<file path="src/rtl/core/mbs_pkg.sv">
package mbs_pkg;

  localparam int unsigned AdcW     = 10;
  localparam int unsigned TimeW    = 32;
  localparam int unsigned DutyW    = 8;
  localparam int unsigned DirW     = 2;
  localparam int unsigned CfgIdxW  = 3;
  localparam int unsigned CfgDataW = 32;

  // Rise above the flat level that opens the charging window, compared on AdcW+1 bits
  localparam logic [AdcW:0]   RiseThreshold = (AdcW + 1)'(67);
  // Drop below the peak that ends charging
  localparam logic [AdcW-1:0] PeakDrop      = AdcW'(5);
  localparam logic [AdcW-1:0] LimitReset    = {AdcW{1'b1}};

  typedef enum logic [CfgIdxW-1:0] {
    CFG_LEFT_LIMIT   = 3'd0,
    CFG_RIGHT_LIMIT  = 3'd1,
    CFG_FLAT_VOLTAGE = 3'd2,
    CFG_PEAK_MIN     = 3'd3,
    CFG_PLATEAU_MS   = 3'd4,
    CFG_TRIP_HOLD_MS = 3'd5
  } mbs_cfg_idx_e;

  typedef enum logic [DirW-1:0] {
    DIR_REVERSE = 2'd0,
    DIR_BRAKE   = 2'd1,
    DIR_FORWARD = 2'd2,
    DIR_NONE    = 2'd3
  } mbs_dir_e;

  typedef struct packed {
    logic [AdcW-1:0]  battery_level;
    logic [AdcW-1:0]  left_current;
    logic [AdcW-1:0]  right_current;
    logic [TimeW-1:0] now_ms;
    logic [DirW-1:0]  left_dir;
    logic [DutyW-1:0] left_duty;
    logic [DirW-1:0]  right_dir;
    logic [DutyW-1:0] right_duty;
  } mbs_in_t;

  typedef struct packed {
    logic             charger_disabled;
    logic [DutyW-1:0] left_a_duty;
    logic [DutyW-1:0] left_b_duty;
    logic [DutyW-1:0] right_a_duty;
    logic [DutyW-1:0] right_b_duty;
    logic             battery_good;
  } mbs_out_t;

  typedef struct packed {
    logic [AdcW-1:0]  left_current_limit;
    logic [AdcW-1:0]  right_current_limit;
    logic [AdcW-1:0]  flat_voltage;
    logic [AdcW-1:0]  peak_min_voltage;
    logic [TimeW-1:0] plateau_timeout_ms;
    logic [TimeW-1:0] trip_hold_ms;
  } mbs_cfg_t;

  // Charge controller status handed to the bridge controller and the result
  typedef struct packed {
    logic charged_mid;      // charged after the flat check, before peak end
    logic window;           // charging window: bridges hold
    logic charged_next;     // battery_good of this item
    logic charger_off_next; // charger_disabled of this item
  } mbs_chg_stat_t;

endpackage

</file>
<file path="src/rtl/core/mbs_cfg_regs.sv">
module mbs_cfg_regs
  import mbs_pkg::*;
(
  input  logic                clk_i,
  input  logic                rst_ni,
  input  logic                we_i,
  input  logic [CfgIdxW-1:0]  index_i,
  input  logic [CfgDataW-1:0] data_i,
  output mbs_cfg_t            cfg_o
);

  mbs_cfg_t cfg_q, cfg_d;

  always_comb begin
    cfg_d = cfg_q;
    if (we_i) begin
      unique case (mbs_cfg_idx_e'(index_i))
        CFG_LEFT_LIMIT:   cfg_d.left_current_limit  = data_i[AdcW-1:0];
        CFG_RIGHT_LIMIT:  cfg_d.right_current_limit = data_i[AdcW-1:0];
        CFG_FLAT_VOLTAGE: cfg_d.flat_voltage        = data_i[AdcW-1:0];
        CFG_PEAK_MIN:     cfg_d.peak_min_voltage    = data_i[AdcW-1:0];
        CFG_PLATEAU_MS:   cfg_d.plateau_timeout_ms  = data_i[TimeW-1:0];
        CFG_TRIP_HOLD_MS: cfg_d.trip_hold_ms        = data_i[TimeW-1:0];
        default:          cfg_d = cfg_q;
      endcase
    end
  end

  always_ff @(posedge clk_i or negedge rst_ni) begin
    if (!rst_ni) begin
      cfg_q.left_current_limit  <= LimitReset;
      cfg_q.right_current_limit <= LimitReset;
      cfg_q.flat_voltage        <= '0;
      cfg_q.peak_min_voltage    <= '0;
      cfg_q.plateau_timeout_ms  <= '0;
      cfg_q.trip_hold_ms        <= '0;
    end else begin
      cfg_q <= cfg_d;
    end
  end

  assign cfg_o = cfg_q;

endmodule

</file>
<file path="src/rtl/core/mbs_charge_ctrl.sv">
module mbs_charge_ctrl
  import mbs_pkg::*;
(
  input  logic          clk_i,
  input  logic          rst_ni,
  input  logic          advance_i,
  input  mbs_in_t       item_i,
  input  mbs_cfg_t      cfg_i,
  output mbs_chg_stat_t stat_o
);

  logic             charged_q, charged_d;
  logic             charger_off_q, charger_off_d;
  logic [AdcW-1:0]  peak_q, peak_d;
  logic [AdcW-1:0]  flat_start_q, flat_start_d;
  logic [TimeW-1:0] last_rise_q, last_rise_d;

  logic             go_flat;
  logic             charged_mid;
  logic             window;
  logic [AdcW-1:0]  peak_mid;
  logic [TimeW-1:0] rise_mid;
  logic             dropped;
  logic             stalled;

  always_comb begin
    go_flat      = (item_i.battery_level < cfg_i.flat_voltage) && charged_q;
    charged_mid  = charged_q && !go_flat;
    peak_mid     = go_flat ? item_i.battery_level : peak_q;
    flat_start_d = go_flat ? item_i.battery_level : flat_start_q;
    rise_mid     = go_flat ? item_i.now_ms : last_rise_q;

    window = !charged_mid &&
             ({1'b0, item_i.battery_level} > ({1'b0, flat_start_d} + RiseThreshold));

    peak_d        = peak_mid;
    last_rise_d   = rise_mid;
    charged_d     = charged_mid;
    charger_off_d = go_flat ? 1'b0 : charger_off_q;

    if (window) begin
      // Track the peak; a new peak restarts the plateau timer
      if (item_i.battery_level > peak_mid) begin
        peak_d      = item_i.battery_level;
        last_rise_d = item_i.now_ms;
      end
    end

    // Within the window peak_d never lies below the level, so the unsigned drop is exact
    dropped = (peak_d - item_i.battery_level) > PeakDrop;
    stalled = (item_i.now_ms - last_rise_d) > cfg_i.plateau_timeout_ms;

    if (window && (item_i.battery_level > cfg_i.peak_min_voltage) && (dropped || stalled)) begin
      charged_d     = 1'b1;
      charger_off_d = 1'b1;
    end
  end

  always_ff @(posedge clk_i or negedge rst_ni) begin
    if (!rst_ni) begin
      charged_q     <= 1'b1;
      charger_off_q <= 1'b1;
      peak_q        <= '0;
      flat_start_q  <= '0;
      last_rise_q   <= '0;
    end else if (advance_i) begin
      charged_q     <= charged_d;
      charger_off_q <= charger_off_d;
      peak_q        <= peak_d;
      flat_start_q  <= flat_start_d;
      last_rise_q   <= last_rise_d;
    end
  end

  assign stat_o.charged_mid      = charged_mid;
  assign stat_o.window           = window;
  assign stat_o.charged_next     = charged_d;
  assign stat_o.charger_off_next = charger_off_d;

endmodule

</file>
<file path="src/rtl/core/mbs_bridge_ctrl.sv">
module mbs_bridge_ctrl
  import mbs_pkg::*;
(
  input  logic                  clk_i,
  input  logic                  rst_ni,
  input  logic                  advance_i,
  input  mbs_in_t               item_i,
  input  mbs_cfg_t              cfg_i,
  input  mbs_chg_stat_t         chg_i,
  output logic [3:0][DutyW-1:0] duties_o
);

  logic [3:0][DutyW-1:0] duty_q, duty_d, duty_trip;
  logic [TimeW-1:0]      ltrip_q, ltrip_d;
  logic [TimeW-1:0]      rtrip_q, rtrip_d;
  logic                  ltrip, rtrip;
  logic                  lhold_done, rhold_done;

  // Side A in element 0, side B in element 1
  function automatic logic [1:0][DutyW-1:0] drive(input logic [DirW-1:0] dir,
                                                  input logic [DutyW-1:0] duty,
                                                  input logic [1:0][DutyW-1:0] cur);
    logic [1:0][DutyW-1:0] res;
    res = cur;
    unique case (mbs_dir_e'(dir))
      DIR_FORWARD: begin res[0] = '0;   res[1] = duty; end
      DIR_BRAKE:   begin res[0] = duty; res[1] = duty; end
      DIR_REVERSE: begin res[0] = duty; res[1] = '0;   end
      default:     res = cur;
    endcase
    return res;
  endfunction

  always_comb begin
    ltrip   = item_i.left_current > cfg_i.left_current_limit;
    rtrip   = item_i.right_current > cfg_i.right_current_limit;
    ltrip_d = ltrip ? item_i.now_ms : ltrip_q;
    rtrip_d = rtrip ? item_i.now_ms : rtrip_q;

    duty_trip = duty_q;
    if (ltrip) begin
      duty_trip[0] = '0;
      duty_trip[1] = '0;
    end
    if (rtrip) begin
      duty_trip[2] = '0;
      duty_trip[3] = '0;
    end

    // A trip on this item gives a zero difference and never passes the hold
    lhold_done = (item_i.now_ms - ltrip_d) > cfg_i.trip_hold_ms;
    rhold_done = (item_i.now_ms - rtrip_d) > cfg_i.trip_hold_ms;

    duty_d = duty_trip;
    if (chg_i.window) begin
      duty_d = duty_trip;
    end else if (chg_i.charged_mid) begin
      if (lhold_done) begin
        duty_d[1:0] = drive(item_i.left_dir, item_i.left_duty, duty_trip[1:0]);
      end
      if (rhold_done) begin
        duty_d[3:2] = drive(item_i.right_dir, item_i.right_duty, duty_trip[3:2]);
      end
    end else begin
      duty_d = '0;
    end
  end

  always_ff @(posedge clk_i or negedge rst_ni) begin
    if (!rst_ni) begin
      duty_q  <= '0;
      ltrip_q <= '0;
      rtrip_q <= '0;
    end else if (advance_i) begin
      duty_q  <= duty_d;
      ltrip_q <= ltrip_d;
      rtrip_q <= rtrip_d;
    end
  end

  assign duties_o = duty_d;

endmodule

</file>
<file path="src/rtl/core/motor_battery_supervisor_unit.sv">
// Battery and dual H-bridge supervisor, one supervision tick per input item.
//
// Input channel (in_valid_i / in_stall_o / in_item_i): one tick carries the
// battery and both motor-current ADC samples, the millisecond time and the
// direction and duty command of each motor. Output channel (out_valid_o /
// out_stall_i / out_item_o): exactly one result per tick with the charger
// control, the four bridge duties and the battery state.
// Config channel (cfg_valid_i / cfg_ready_o): cfg_index_i selects the
// register, cfg_data_i is masked to the register width; indexes 6 and 7
// are dropped. ready is always high. Write only while no tick is in flight.
//
// The tick is captured in the input register, then the whole update (trip
// compare, flat and peak detection, bridge drive) runs in one pass into the
// result register. Throughput is one tick per cycle while out_stall_i is low.
// Reset clears both stage valid bits; the battery reads charged, the charger
// is off, trip and rise times are zero and all bridge duties are zero.
// A stalled result holds in the output register; one more tick is taken into
// the input register, after which in_stall_o rises until the result drains.
module motor_battery_supervisor_unit
  import mbs_pkg::*;
(
  input  logic                clk_i,
  input  logic                rst_ni,
  input  logic                in_valid_i,
  output logic                in_stall_o,
  input  mbs_in_t             in_item_i,
  output logic                out_valid_o,
  input  logic                out_stall_i,
  output mbs_out_t            out_item_o,
  input  logic                cfg_valid_i,
  output logic                cfg_ready_o,
  input  logic [CfgIdxW-1:0]  cfg_index_i,
  input  logic [CfgDataW-1:0] cfg_data_i
);

  logic                  s1_valid_q, s1_valid_d;
  mbs_in_t               s1_item_q;
  logic                  out_valid_q, out_valid_d;
  mbs_out_t              out_item_q, out_item_d;
  logic                  out_free;
  logic                  advance;
  logic                  in_accept;
  mbs_cfg_t              cfg;
  mbs_chg_stat_t         chg_stat;
  logic [3:0][DutyW-1:0] duties;

  assign cfg_ready_o = 1'b1;

  // Advance the captured tick whenever the result register is empty or draining
  assign out_free   = !out_valid_q || !out_stall_i;
  assign advance    = s1_valid_q && out_free;
  assign in_stall_o = s1_valid_q && !out_free;
  assign in_accept  = in_valid_i && !in_stall_o;

  assign s1_valid_d  = in_accept || (s1_valid_q && !advance);
  assign out_valid_d = advance || (out_valid_q && out_stall_i);

  mbs_cfg_regs u_cfg (
    .clk_i   (clk_i),
    .rst_ni  (rst_ni),
    .we_i    (cfg_valid_i && cfg_ready_o),
    .index_i (cfg_index_i),
    .data_i  (cfg_data_i),
    .cfg_o   (cfg)
  );

  mbs_charge_ctrl u_charge (
    .clk_i     (clk_i),
    .rst_ni    (rst_ni),
    .advance_i (advance),
    .item_i    (s1_item_q),
    .cfg_i     (cfg),
    .stat_o    (chg_stat)
  );

  mbs_bridge_ctrl u_bridge (
    .clk_i     (clk_i),
    .rst_ni    (rst_ni),
    .advance_i (advance),
    .item_i    (s1_item_q),
    .cfg_i     (cfg),
    .chg_i     (chg_stat),
    .duties_o  (duties)
  );

  always_comb begin
    out_item_d.charger_disabled = chg_stat.charger_off_next;
    out_item_d.left_a_duty      = duties[0];
    out_item_d.left_b_duty      = duties[1];
    out_item_d.right_a_duty     = duties[2];
    out_item_d.right_b_duty     = duties[3];
    out_item_d.battery_good     = chg_stat.charged_next;
  end

  always_ff @(posedge clk_i or negedge rst_ni) begin
    if (!rst_ni) begin
      s1_valid_q  <= 1'b0;
      out_valid_q <= 1'b0;
    end else begin
      s1_valid_q  <= s1_valid_d;
      out_valid_q <= out_valid_d;
    end
  end

  // Payload registers: load on capture, hold otherwise
  always_ff @(posedge clk_i) begin
    if (in_accept) begin
      s1_item_q <= in_item_i;
    end
    if (advance) begin
      out_item_q <= out_item_d;
    end
  end

  assign out_valid_o = out_valid_q;
  assign out_item_o  = out_item_q;

endmodule

</file>
<file path="config.mk">
export PLATFORM = sky130hd
export DESIGN_NAME = motor_battery_supervisor_unit
export DESIGN_NICKNAME = d
export VERILOG_FILES = /design/src/rtl/core/mbs_pkg.sv /design/src/rtl/core/mbs_cfg_regs.sv /design/src/rtl/core/mbs_charge_ctrl.sv /design/src/rtl/core/mbs_bridge_ctrl.sv /design/src/rtl/core/motor_battery_supervisor_unit.sv
export SDC_FILE = /design/constraint.sdc
export NUM_CORES = 1
export LEC_CHECK = 0
export ABC_CLOCK_PERIOD_IN_PS = 11300
export BUFFER_PORTS_ARGS = -buffer_cell sky130_fd_sc_hd__buf_2
export CAP_MARGIN = 20
export CELL_PAD_IN_SITES_DETAIL_PLACEMENT = 0
export CELL_PAD_IN_SITES_GLOBAL_PLACEMENT = 1
export CORE_UTILIZATION = 49
export DETAILED_ROUTE_END_ITERATION = 6
export PLACE_DENSITY = 0.86
export SLEW_MARGIN = 20
export SYNTH_ARGS = -nofsm -noshare
export SYNTH_HDL_FRONTEND = slang
export SYNTH_SLANG_ARGS = --single-unit
</file>
<file path="constraint.sdc">
create_clock -name clk_i -period 11.3 [get_ports clk_i]
set_input_delay 1.13 -clock clk_i [delete_from_list [all_inputs] [get_ports clk_i]]
set_output_delay 1.13 -clock clk_i [all_outputs]
set_load 0.03 [all_outputs]
</file>
=== Yosys cells after proc, flatten, opt, wreduce, memory -nomap -nowiden ===
Index checks and enable logic that the tools add are counted.

* Bits in registers: 372
* Bits in latches: 0
* Bits in writable memories: 0
* ROM bits: 0
* Word-level logic and storage cells: 107
* Memories: 0

* Add/subtract/negate cells: 5
* Multiply operators: 0
* Divide/modulo/power cells: 0
* Magnitude comparators: 10
* Equal/unequal tests: 9
* Shift operators: 0
* Mux-type cells: 20
* Bitwise operators: 0
* Reduce and logical (&&, ||, !) cells: 30

{| class="wikitable"
|+ Operators by type and width
! kind !! number
|-
| $mux W32 || 7
|-
| $gt A32 B32 Y1 || 3
|-
| $pmux W16 S3 || 2
|-
| $sub A32 B32 Y32 || 3
|-
| $mux W16 || 4
|-
| $gt A10 B10 Y1 || 4
|-
| $mux W10 || 4
|-
| $reduce_and A2 Y1 || 6
|-
| $add A10 B7 Y11 const B || 1
|-
| $gt A10 B11 Y1 || 1
|-
| $gt A10 B3 Y1 const B || 1
|-
| $logic_and A1 B1 Y1 || 10
|-
| $lt A10 B10 Y1 || 1
|-
| $sub A10 B10 Y10 || 1
|-
| $logic_not A1 Y1 || 7
|-
| $eq A3 B2 Y1 const B || 2
|-
| $eq A3 B3 Y1 const B || 2
|-
| $eq A2 B1 Y1 const B || 2
|-
| $eq A2 B2 Y1 const B || 2
|-
| $logic_not A2 Y1 || 2
|-
| $logic_or A1 B1 Y1 || 4
|-
| $eq A3 B1 Y1 const B || 1
|-
| $logic_not A3 Y1 || 1
|-
| $mux W1 || 3
|}

=== Longest topological paths before layout ===
Gate-level depths: netlist of run 1.

* Depth in word-level cells: 12
* Depth in mapped cells: 53
* Depth with buffers taken out: 51

=== Hierarchy ===
From an unflattened synthesis of run 1, not the netlist that was laid out.

* Cells, all modules: 2,257
* Area total of the unflattened synthesis: 24,275.8 µm²

{| class="wikitable"
|+ By module, submodules not included
! module !! instances !! cells an instance !! area an instance (µm²) !! seq. area each (µm²)
|-
| mbs_bridge_ctrl || 1 || 1,084 || 9,831.9 || 2,402.3
|-
| mbs_charge_ctrl || 1 || 822 || 6,914.1 || 1,353.8
|-
| mbs_cfg_regs || 1 || 225 || 3,942.5 || 2,627.5
|-
| motor_battery_supervisor_unit || 1 || 126 || 3,587.2 || 3,533.4
|}

=== Least setup slack after synthesis of run 1 ===
Ideal clock, no wire load.

* Path kind: reg2reg
* From: register s1_item_q[79] in the netlist's numbering
* To: register out_item_q, in the netlist out_item_o[0] (data pin)
* Setup time: 262 ps
* Data arrival time: 9,151 ps
* Data required time: 11,038 ps
* Path slack: 1,887 ps
* Cell stages (with the launch flop): 50
* Cells stage by stage: edfxtp_1 > ha_1 > a211oi_1 > nor2_1 > a2111o_1 > or2_0 > buf_2 > buf_1 > o32ai_1 > nand2_1 > xor2_1 > nand2_1 > o21ai_0 > ha_1 > and2_1 > a221o_1 > o31ai_1 > a2111oi_4 > [... 14 more ...] > nor4_1 > nor2_1 > a221o_1 > a21oi_1 > xnor2_1 > ha_1 > a21oi_1 > nor2b_1 > o21ai_0 > nand2b_1 > a21oi_1 > nor2b_1 > o21ai_0 > nand2b_1 > a21oi_1 > o2bb2ai_1 > a31oi_1 > or2_2

* Longest elaborated chain between the ends: 12
* Elaborated cells on any way between the ends: 25
* Those cells by class: add/sub (3); order compare (6); mux (8); reduce/logical (8)

{| class="wikitable"
|+ RTL lines
! what !! RTL line !! text
|-
| start: declaration || motor_battery_supervisor_unit.sv:37 || <nowiki>mbs_in_t s1_item_q;</nowiki>
|-
| start signal: assignment || motor_battery_supervisor_unit.sv:108 || <nowiki>s1_item_q <= in_item_i;</nowiki>
|-
| $lt A10 B10 Y1 || mbs_charge_ctrl.sv:27 || <nowiki>go_flat = (item_i.battery_level < cfg_i.flat_voltage) && charged_q;</nowiki>
|-
| $logic_and A1 B1 Y1 || mbs_charge_ctrl.sv:27 ||
|-
| $mux W10 / $logic_not A1 Y1 (equally long branches) || mbs_charge_ctrl.sv:30, mbs_charge_ctrl.sv:28 ||
|-
| $add A10 B7 Y11 / $logic_and A1 B1 Y1 (equally long branches) || mbs_charge_ctrl.sv:34, mbs_charge_ctrl.sv:28 ||
|-
| $gt A10 B11 Y1 / $logic_not A1 Y1 (equally long branches) || mbs_charge_ctrl.sv:34, mbs_charge_ctrl.sv:33 ||
|-
| $logic_and A1 B1 Y1 || mbs_charge_ctrl.sv:33 || <nowiki>window = !charged_mid &&</nowiki>
|-
| $mux W32 (*) || mbs_charge_ctrl.sv:41 || <nowiki>if (window) begin</nowiki>
|-
| net u_charge.last_rise_d[0] || mbs_charge_ctrl.sv:16 || <nowiki>logic [TimeW-1:0] last_rise_q, last_rise_d;</nowiki>
|-
| $sub A32 B32 Y32 (*) || mbs_charge_ctrl.sv:51 || <nowiki>stalled = (item_i.now_ms - last_rise_d) > cfg_i.plateau_timeout_ms;</nowiki>
|-
| $gt A32 B32 Y1 (*) || mbs_charge_ctrl.sv:51 ||
|-
| $logic_or A1 B1 Y1 (*) || mbs_charge_ctrl.sv:53 || <nowiki>if (window && (item_i.battery_level > cfg_i.peak_min_voltage) && (dropped || stalled)) begin</nowiki>
|-
| $logic_and A1 B1 Y1 (*) || mbs_charge_ctrl.sv:53 ||
|-
| $mux W1 (*) || mbs_charge_ctrl.sv:53 ||
|-
| net u_charge.charged_d || mbs_charge_ctrl.sv:12 || <nowiki>logic charged_q, charged_d;</nowiki>
|-
| end signal: assignment || motor_battery_supervisor_unit.sv:111 || <nowiki>out_item_q <= out_item_d;</nowiki>
|-
| end: declaration || motor_battery_supervisor_unit.sv:39 || <nowiki>mbs_out_t out_item_q, out_item_d;</nowiki>
|}

The timed path passes the listed nets; every way through them passes the cells marked *.
A chain may end at the register's enable or synchronous reset.

=== Worst setup path after layout of run 1 ===
* From: register s1_item_q[81] in the netlist's numbering
* To: register out_item_q, in the netlist out_item_o[0] (data pin)

Same word-level chain as after synthesis.

==> results of run 1 <==
-- cells in the mapped netlist, types with 4 or more instances --
cell type / instances
a211o_1: 5
a211oi_1: 11
a21boi_0: 12
a21o_1: 90
a21oi_1: 126
a22o_1: 17
a31o_2: 5
a31oi_1: 11
a32o_1: 48
and2_1: 9
and3_1: 10
buf_1: 12
clkbuf_1: 48
dfrtp_1: 234
dfstp_2: 22
edfxtp_1: 116
fa_1: 4
ha_1: 257
inv_1: 152
mux2_2: 152
mux2i_1: 91
nand2_1: 139
nand2b_1: 25
nand3_1: 26
nand4_1: 33
nor2_1: 84
nor2b_1: 27
nor3_1: 24
o211a_1: 5
o211ai_1: 5
o21a_1: 33
o21ai_0: 139
o21bai_1: 7
o311ai_0: 4
o31ai_1: 6
or2_2: 11
or3_1: 6
xnor2_1: 63
xor2_1: 39
-- final cells by class --
class / count / area, sq um
inverter: 152 / 571
clock buffer: 57 / 1240
timing repair buffer: 180 / 968
clock inverter: 22 / 272
fill: 3985 / 20400
tap: 607 / 759
multi-input combinational: 1578 / 12700
sequential: 372 / 9920
-- state kept, by name, indices dropped and copies added (netlist names) --
name                    cells
u_bridge.rtrip_q           32
u_charge.charger_off_q      1
out_item_o                 34
u_charge.last_rise_q       32
u_charge.charged_q          1
u_bridge.duty_q            32
u_bridge.ltrip_q           32
u_cfg.cfg_o               104
u_charge.peak_q            10
s1_item_q                  82
u_charge.flat_start_q      10
out_valid_o                 1
s1_valid_q                  1
-- metal layers --
layer	track usage (%)	part of all wire, %
met1	32.4	46
met2	41.3	48
met3	3.37	3.9
met4	6.55	2.4
met5	0	0
-- worst register-to-register path: cells and delay by family, from the launching register on --
kind                     cells  cell delay [ns]
AO/OA/AOI/OAI               24             4.79
XOR/XNOR                     2             0.24
adder cells (fa/ha/maj)      5             1.46
buffers and inverters        3             0.66
flip-flops                   1             0.57
AND/OR/NAND/NOR             17             2.33
-- worst paths after layout --
path / slack, ns / from / to
min in group asynchronous: 0.50 / rst_ni / u_bridge.ltrip_q[27]
setup / recovery: 0.99 / s1_item_q[81] / out_item_o[0]
hold / removal: 0.48 / u_charge.peak_q[0] / u_charge.peak_q[0]
max in group asynchronous: 8.61 / rst_ni / u_bridge.ltrip_q[11]
setup reg to reg: 0.99 / s1_item_q[81] / out_item_o[0]
hold reg to reg: 0.48 / u_charge.peak_q[0] / u_charge.peak_q[0]
-- logic make-up after synthesis --
kind of cell	count (synthesis)	share of synthesized area (%)
buffers and inverters	214	3.47
AO/OA/AOI/OAI	562	16.4
multiplexers	243	11.2
adder cells (fa/ha/maj)	261	14.1
XOR/XNOR	102	3.83
other	1	0.0161
flip-flops	372	42.5
AND/OR/NAND/NOR	409	8.40
-- metrics by stage --
step           hold WS (ns)  cells
6_report              0.484   2968
5_1_grt               0.507   2968
4_1_cts               0.491   2968
3_5_place_dp          0.477   2889
3_3_place_gp          0.462   2889
2_1_floorplan         0.450   2164
-- power by group through the flow --
stage | clock [mW] | combinational, mW | sequential (mW)
floorplan | 0 | 3.39 | 1.97
global placement | 0 | 4.31 | 1.98
detailed placement | 0 | 4.41 | 1.99
CTS | 1.53 | 4.45 | 1.97
global route | 1.58 | 5.00 | 2.02
finish | 1.49 | 4.45 | 1.98
==> summary.md, run 1 <==
| Metric | Value |
|---|---|
| Status | complete, but fails checks |
| Failing checks | DRC |
| Worst EP arrival | 10.64 ns |
| Fin Setup TNS | 0 ns |
| Final Cycle Share | 91.2% |
| Initial Util | 49.9% |
| Antenna diodes | 0 |
| Hold Violations, Final | 0 |
| DRT iter0 DRCs | 1136 |
| TritonCTS clock tree | done |
| LEAKAGE | 12.2 nW |
| Power, Total | 7.92 mW |
| RSZ-0062 raised after global routing | no |
| R2R depth | 51 |
| Vias | 17200 |
| Post-Syn Area | 23300 sq um |
| Yosys top cell area share | 25.1% |
| #FFs+latches synth | 372 |
| Cts hold-fix bufs | 0 |
| Root Driver | clkbuf_16 |
| Final Max Tran Viols | 0 |
| Top Ports | 159 |
| Switch share | 40.7% |
| CTS Sinks | 372 |
| Core Util, Final | 56.4% |
| Synth Instances | 2164 |
| Die Wd | 220 um |
| Final #Nets | 2710 |
| Setup Skew | 0.0223 ns |
| Gate power share | 56.2% |
| H-tree Lvls | 2 |
| Reg power frac | 24.9% |
| Post-synthesis async set-or-reset flop share | 68.8% |
| Clk buf depth | 3 |
| Clock-pin slew on the worst setup and hold paths | 0.06 ns |
| Die height | 220 um |
| NetSw | 3.22 mW |
| Area leader, netlist | dfrtp_1 |
| Commonest cells after routing, fill and taps aside | ha_1 (257), dfrtp_1 (234), buf_2 (156) |
| Synth warn | 0 |
| IO Port Bufs | 157 |
| DR WL/cell | 19.5 um |
| Via/cell ratio | 5.79 |
| Final setup fails | 0 |
| Initial antenna violation count | 0 |
| HP Class | reg -> reg |
| GPL Wtd Cong | 0.920 |
| Slowest stage delay, CP | 0.57 ns |
| Clk_lat worst skew | 0.58 ns |
| Worst rel slew slack | 22.9% |
| Final wirelength | 57900 um |
| Fin crit period | 10.31 ns |
| Antenna-violating nets left | 0 |
| Placed standard-cell area | 24900 sq um |
| Critical path's slowest cell | edfxtp_1 |
| Main flop type after synthesis | dfrtp_1 |
| Design area | 26400 sq um |
| Critical path's top delay family | compound AO/OA/AOI/OAI gates |
| Slew @ Worst Pin | 1.14 ns |
| Pin count of the biggest net entering global routing | 76 |
| CP Capture Type | register |
| Top area cells in the synthesized netlist | dfrtp_1 (25%), edfxtp_1 (15%), ha_1 (14%), mux2_2 (7.3%), mux2i_1 (3.9%) |
| Fmax | 97.0 MHz |
| Global-route wire length before repair | 92300 um |
| TritonCTS Buffers | 43 |
| Global Route Usage Sum | 24.3% |
| Area grow syn2layout | 13.2% |
| VDD IR-drop max | 0.000152 V |
| Critical setup path kind | reg -> reg |
| DP HPWL | 43100 um |
| DRC Markers | 13 |
| Synthesized Nets | 2547 |
| Hold Path Stages | 2 |
| Die area | 48500 sq um |
| Clock power share | 18.9% |
| Sequential area share after synthesis | 42.5% |
| Grt ovf | 0 |
| Stages on the worst setup path | 51 |
| Core area | 46800 sq um |
| Max FO, Critical Path | 36 |
| Place WS | 1.11 ns |
| Setup Fix Bufs, Post-CTS | 0 |
| Post-synth EDFFs | 116 |
| Worst Path Buf+Inv | 3 |
| Fraction of layout cells with a size suffix above 1 | 19.2% |
| Post-route setup slack | 0.991 ns |
| PD cells | 300 nW/um^2 |
| Commonest non-fill, non-tap cell in the layout | ha_1 |
| Synthesized area per cell | 10.8 sq um |
| Worst Setup Start Kind | register |
| Maxcap violations | 0 |
| Post-CTS sizing | 0 |
| Internal power | 4.70 mW |
| First-pass DRT Iterations | 7 |
| Row Count | 79 |
| Post-synthesis cell type count | 74 |
| WP data required | 11.63 ns |
| Via count of the first global-routing pass | 17100 |
Note: power is estimated with default switching activity, not from simulation.
==> run 2: changes to the inputs <==
--- a/config.mk
+++ b/config.mk
@@ -5,12 +5,13 @@
 export SDC_FILE = /design/constraint.sdc
 export NUM_CORES = 1
 export LEC_CHECK = 0
-export ABC_CLOCK_PERIOD_IN_PS = 11300
+export ABC_CLOCK_PERIOD_IN_PS = 10600
 export BUFFER_PORTS_ARGS = -buffer_cell sky130_fd_sc_hd__buf_2
 export CAP_MARGIN = 20
 export CELL_PAD_IN_SITES_DETAIL_PLACEMENT = 0
 export CELL_PAD_IN_SITES_GLOBAL_PLACEMENT = 1
 export CORE_UTILIZATION = 49
+export CTS_BUF_LIST = sky130_fd_sc_hd__clkbuf_16
 export DETAILED_ROUTE_END_ITERATION = 6
 export PLACE_DENSITY = 0.86
 export SLEW_MARGIN = 20
==> constraint.sdc (replaced) <==
create_clock -name clk_i -period 10.6 [get_ports clk_i]
set_input_delay 1.06 -clock clk_i [delete_from_list [all_inputs] [get_ports clk_i]]
set_output_delay 1.06 -clock clk_i [all_outputs]
set_load 0.03 [all_outputs]
==> run 2 against run 1 <==
Net effect:
- the run still ends with DRC left
- sequential share of layout area about the same
- clock power rose by 3%
- clock skew is 0.0033 ns lower
- critical path depth down 4
- via count decreased by 0.13%
- first-iteration DRC count up 20%
- combinational power up 7.6%
- largest power group unchanged
==> summary.md, run 2 (synthesized netlist as in run 1, its figures left out) <==
| Metric | Value |
|---|---|
| Initial Util | 49.9% (unchanged) |
| Cts hold-fix bufs | 0 (unchanged) |
| Setup Skew | 0.0190 ns (-0.00334 ns) |
| Placed cell count | 2893 (+0.14%) |
| CP Capture Type | register |
| Maxcap violations | 0 (unchanged) |
| Commonest non-fill, non-tap cell in the layout | ha_1 |
| Worst rel slew slack | 28.7% (+5.8 points) |
| DRC Markers | 13 (unchanged) |
| Critical setup path kind | reg -> reg |
| DP HPWL | 43100 um (about the same) |
| First-pass DRT Iterations | 7 (unchanged) |
| Clock-pin slew on the worst setup and hold paths | 0.06 ns (about the same) |
| IO Port Bufs | 157 (unchanged) |
| Antenna-violating nets left | 0 (unchanged) |
| Worst EP arrival | 10.00 ns (-0.64 ns) |
| Antenna diodes | 0 (unchanged) |
| GPL Wtd Cong | 0.933 (+1.4%) |
| Hold Violations, Final | 0 (unchanged) |
| Core area | 46800 sq um (unchanged) |
| DRT iter0 DRCs | 1364 (+20%) |
| # fillers | 4028 (+1.1%) |
| Fin crit period | 9.66 ns (-0.647 ns) |
| VDD IR-drop max | 0.000256 V (+68%) |
| H-tree Lvls | 2 (unchanged) |
| Max reg flops | 104 (unchanged) |
| Die area | 48500 sq um (unchanged) |
| Final Cycle Share | 91.1% (about the same) |
| Commonest cells after routing, fill and taps aside | ha_1 (257), dfrtp_1 (234), inv_1 (157) |
| Status | complete, but fails checks |
| Final wirelength | 57900 um (about the same) |
| Via count of the first global-routing pass | 17100 (-0.082%) |
| Top Ports | 159 (unchanged) |
| TritonCTS Buffers | 44 (+2.3%) |
| Failing checks | DRC |
| Setup Fix Bufs, Post-CTS | 0 (unchanged) |
| Die Wd | 220 um (unchanged) |
| Critical path's slowest cell | edfxtp_1 |
| Slowest stage delay, CP | 0.57 ns (about the same) |
| Clk buf depth | 3 (unchanged) |
| Slew @ Worst Pin | 1.06 ns (-0.0882 ns) |
| Final setup fails | 0 (unchanged) |
| LEAKAGE | 12.2 nW (+0.18%) |
| Initial antenna violation count | 0 (unchanged) |
| Pin count of the biggest net entering global routing | 113 (+49%) |
| HP Class | reg -> reg |
| DR WL/cell | 19.5 um (-0.23%) |
| Max FO, Critical Path | 30 (-17%) |
| Fmax | 104 MHz (+6.7%) |
| PD cells | 320 nW/um^2 (+6.5%) |
| Final Max Tran Viols | 0 (unchanged) |
| WP data required | 10.94 ns (-0.69 ns) |
| Via/cell ratio | 5.77 (-0.37%) |
| Fin cells | 2975 (+0.24%) |
| Worst Setup Start Kind | register |
| CTS Sinks | 372 (unchanged) |
| Area grow syn2layout | 13.1% (about the same) |
| Root Driver | clkbuf_16 |
| Vias | 17200 (-0.13%) |
| Global-route wire length before repair | 91800 um (-0.50%) |
| Row Count | 79 (unchanged) |
| Die height | 220 um (unchanged) |
| Global Route Usage Sum | 24.3% (+0.027 points) |
| RSZ-0062 raised after global routing | no |
| Final #Nets | 2715 (+0.18%) |
| Fraction of layout cells with a size suffix above 1 | 19.6% (+0.37 points) |
| Clk_lat worst skew | 0.59 ns (about the same) |
| Grt ovf | 0 (unchanged) |
| Fin Setup TNS | 0 ns (unchanged) |
| TritonCTS clock tree | done |
run 2: changes by cell type in the layout (fill, tap and decap cells not counted), moves of 2 or more:
cell / delta
o31ai_2: +2
clkinvlp_4: +2
inv_1: +6
clkbuf_16: -3
clkinv_2: +2
bufinv_16: -2
clkbuf_1: -8
buf_4: +2
clkinv_8: +2
buf_6: +2
run 2: area by class of cell:
cell class                 instances  area, sq um  share of cell area (%)
clock buffer                      45         1130                    4.27
clock inverter                    37          342                    1.29
inverter                         152          571                    2.16
multi-input combinational       1578        12700                    48.0
sequential                       372         9920                    37.6
tap                              607          759                    2.88
timing repair buffer             184         1010                    3.81
run 2: final timing paths:
| check | startpoint | to | slack [ns] | depth (start not counted) |
|---|---|---|---|---|
| max | s1_item_q[81] | out_item_o[0] | 0.94 | 47 |
| min | u_bridge.duty_q[17] | u_bridge.duty_q[17] | 0.49 | 1 |
| max reg2reg | s1_item_q[81] | out_item_o[0] | 0.94 | 47 |
| min reg2reg | u_bridge.duty_q[17] | u_bridge.duty_q[17] | 0.49 | 1 |
| max in group asynchronous | rst_ni | u_bridge.ltrip_q[8] | 8.61 | 2 |
| min in group asynchronous | rst_ni | u_cfg.cfg_o[31] | 0.51 | 1 |
run 2: through the flow:
step | area [sq um] | power, mW | setup WS [ns] | util (%) | hold slack (ns)
final | 26400 | 8.44 | 0.938 | 56.4 | 0.491
after global routing | 26400 | 9.16 | 0.0926 | 56.4 | 0.503
after CTS | 26400 | 8.46 | 0.637 | 56.4 | 0.494
after detailed placement | 24900 | 6.86 | 0.694 | 53.3 | 0.470
after global placement | 24900 | 6.72 | 0.915 | 53.3 | 0.463
after floorplan | 23300 | 5.72 | 1.19 | - | 0.450
run 2: what timing repair did:
item	in CTS	in global routing
hold endpoints to repair	0	0
resized for setup	0	3
endpoints found under the setup margin	0	4
run 2: worst max-delay path, delay by kind of cell, from the launching register on:
kind / cells / cell delay (ns)
compound gates: 23 / 4.73
xor+xnor: 2 / 0.29
fa+ha+maj: 4 / 1.28
buf+inv: 2 / 0.49
flops: 1 / 0.57
mux: 2 / 0.59
simple gates: 14 / 1.44
run 2: power by group:
part	total [mW]	leakage [nW]	switching, mW	internal, mW
combinational	4.79	7.28	2.62	2.17
sequential	2.11	4.22	0.218	1.89
clock	1.54	0.747	0.654	0.884
total	8.44	12.2	3.49	4.95
run 2: routing by layer:
layer  GRT usage (%)  vias to the layer above  wire length [um]
li1                -                     8301                 -
met1            31.6                     8320             25800
met2            40.5                      414             27100
met3            3.55                      120              2810
met4            10.1                        0              2120
met5               0                        -                 0
==> run 3: changes to the inputs <==
--- a/config.mk
+++ b/config.mk
@@ -13,6 +13,8 @@
 export CORE_UTILIZATION = 49
 export CTS_BUF_LIST = sky130_fd_sc_hd__clkbuf_16
 export DETAILED_ROUTE_END_ITERATION = 6
+export HOLD_SLACK_MARGIN = 0.12
+export MAX_ROUTING_LAYER = met4
 export PLACE_DENSITY = 0.86
 export SLEW_MARGIN = 20
 export SYNTH_ARGS = -nofsm -noshare
==> run 3 against run 2 <==
Net effect:
- the run still ends with DRC left
- flip-flop and latch count unchanged
- die area stayed put
- combinational power hardly changed
- register-to-register slack worse by 0.08 ns
- hold slack lost 0.0046 ns
- first-iteration DRC count shrank 10%
- clock power down 5%
- sequential power barely moved
- sequential share of layout area increased by 0.095 points
- cell count about the same
- non-clock buffer count is 2 higher
- worst setup slack got worse by 0.076 ns
==> summary.md, run 3 (synthesized netlist as in run 1, its figures left out) <==
| Metric | Value |
|---|---|
| Initial Util | 49.9% (unchanged) |
| Final Max Tran Viols | 0 (unchanged) |
| Die height | 220 um (unchanged) |
| Pin count of the biggest net entering global routing | 107 (-5.3%) |
| H-tree Lvls | 2 (unchanged) |
| DP HPWL | 43100 um (about the same) |
| Hold Violations, Final | 0 (unchanged) |
| Slew @ Worst Pin | 1.02 ns (-0.0325 ns) |
| CP Capture Type | register |
| Fin crit period | 9.74 ns (+0.0763 ns) |
| GPL Wtd Cong | 0.938 (+0.55%) |
| Top Ports | 159 (unchanged) |
| GRT busiest layer | met2 |
| Die area | 48500 sq um (unchanged) |
| # fillers | 3968 (-1.5%) |
| Slowest stage delay, CP | 0.52 ns (-0.05 ns) |
| Failing checks | DRC |
| Antenna diodes | 0 (unchanged) |
| Max reg flops | 104 (unchanged) |
| Area grow syn2layout | 12.8% |
| Worst EP arrival | 10.07 ns (+0.07 ns) |
| CTS Sinks | 372 (unchanged) |
| Final setup fails | 0 (unchanged) |
| PD cells | 319 nW/um^2 (-0.38%) |
| Status | complete, but fails checks |
| Commonest non-fill, non-tap cell in the layout | ha_1 |
| DRC Markers | 13 (unchanged) |
| IO Port Bufs | 157 (unchanged) |
| GR Util met2 | 41.4% (+0.90 points) |
| Grt met1 use | 32.0% (+0.41 points) |
| TritonCTS Buffers | 42 (-4.5%) |
| Final Cycle Share | 91.9% (+0.72 points) |
| Vias | 17200 (+0.47%) |
| TritonCTS clock tree | done |
| Setup Skew | 0.0259 ns (+0.00690 ns) |
| Initial antenna violation count | 0 (unchanged) |
| First-pass DRT Iterations | 7 (unchanged) |
| Maxcap violations | 0 (unchanged) |
| Root Driver | clkbuf_16 |
| Critical setup path kind | reg -> reg |
| Clock-pin slew on the worst setup and hold paths | 0.06 ns (about the same) |
| Row Count | 79 (unchanged) |
| Global Route Usage Sum | 25.0% (+0.74 points) |
| Die Wd | 220 um (unchanged) |
| Clk buf depth | 3 (unchanged) |
| VDD IR-drop max | 0.000164 V (-36%) |
| Final #Nets | 2715 (unchanged) |
| Fraction of layout cells with a size suffix above 1 | 19.4% (-0.19 points) |
| LEAKAGE | 12.2 nW (-0.19%) |
| Grt met3 use | 2.83% (-0.71 points) |
| RSZ-0062 raised after global routing | no |
| Clk_lat worst skew | 0.58 ns (about the same) |
| Antenna-violating nets left | 0 (unchanged) |
| WP data required | 10.93 ns (about the same) |
| Core area | 46800 sq um (unchanged) |
| Commonest cells after routing, fill and taps aside | ha_1 (257), dfrtp_1 (234), inv_1 (161) |
| Via count of the first global-routing pass | 17000 (-0.38%) |
| Max FO, Critical Path | 30 (unchanged) |
| Global-route wire length before repair | 92100 um (+0.28%) |
| Cts hold-fix bufs | 0 (unchanged) |
| Power, Total | 8.39 mW (-0.63%) |
| DRT iter0 DRCs | 1222 (-10%) |
| Critical path's slowest cell | edfxtp_1 |
| Worst rel slew slack | 30.9% (+2.2 points) |
| Crit. Startpoint | s1_item_q[73] |
| Min-delay src | u_bridge.ltrip_q[0] |
| Fin Setup TNS | 0 ns (unchanged) |
| Fmax | 103 MHz (-0.78%) |
| Grt ovf | 0 (unchanged) |
| Final wirelength | 57800 um (about the same) |
| Worst Setup Start Kind | register |
| Via/cell ratio | 5.80 (+0.53%) |
| DR WL/cell | 19.4 um (about the same) |
| Reg2Reg Launch Point | s1_item_q[73] |
| HP Class | reg -> reg |
run 3: cell types whose count changed in the layout (fill, tap and decap cells not counted), moves of 2 or more:
| cell | previous run | this run |
|---|---|---|
| inv_4 | 2 | 0 |
| inv_1 | 157 | 161 |
| inv_6 | 3 | 1 |
| clkinv_8 | 2 | 0 |
| buf_4 | 25 | 27 |
| clkinvlp_4 | 2 | 4 |
run 3: final timing paths:
path                                             to  slack, ns  depth (start not counted)
min reg2reg                     u_bridge.ltrip_q[0]       0.49                          2
min in group asynchronous  u_charge.last_rise_q[23]       0.58                          1
max reg2reg                           out_item_o[0]       0.86                         47
max                                   out_item_o[0]       0.86                         47
min                             u_bridge.ltrip_q[0]       0.49                          2
max in group asynchronous        u_bridge.duty_q[1]       8.53                          2
run 3: metal layers:
layer / share of wire, % / up-vias
met4: 2.8 / 0
met1: 45 / 8402
met3: 4.1 / 88
met5: 0 / -
met2: 48 / 435
li1: - / 8310
run 3: final cells by class:
cell class	instances	area (sq um)	share of cell area, %
Clock buffer	46	1150	4.37
Inverter	152	571	2.17
Multi-Input combinational cell	1578	12700	48.1
Clock inverter	32	235	0.894
Sequential cell	372	9920	37.7
Tap cell	607	759	2.89
Timing Repair Buffer	186	1020	3.88
run 3: critical path: cells and delay by family (launching register included):
family | cells | cell delay, ns
simple gates | 14 | 1.75
flops | 1 | 0.52
xor+xnor | 2 | 0.24
buf+inv | 2 | 0.50
fa+ha+maj | 4 | 1.14
mux | 1 | 0.26
compound gates | 24 | 5.04
run 3: report_power, final:
| group | internal, mW | switching, mW | total, mW |
|---|---|---|---|
| clock network | 0.855 | 0.615 | 1.47 |
| logic | 2.17 | 2.64 | 4.81 |
| registers | 1.89 | 0.217 | 2.10 |
| total | 4.92 | 3.47 | 8.39 |
run 3: through the flow:
stage | hold slack, ns | instance area, sq um | std cells | setup slack (ns) | utilization, %
2_1_floorplan | 0.450 | 23300 | 2164 | 1.19 | -
3_3_place_gp | 0.466 | 24900 | 2895 | 0.852 | 53.3
3_5_place_dp | 0.475 | 24900 | 2895 | 0.573 | 53.3
4_1_cts | 0.488 | 26300 | 2973 | 0.545 | 56.2
5_1_grt | 0.508 | 26300 | 2973 | 0.0660 | 56.3
6_report | 0.487 | 26300 | 2973 | 0.862 | 56.3
run 3: repair_timing:
item,in CTS,in global routing
buffers inserted,0,0
endpoints found under the hold margin,0,0
gates resized for setup,0,3
endpoints found under the setup margin,0,4
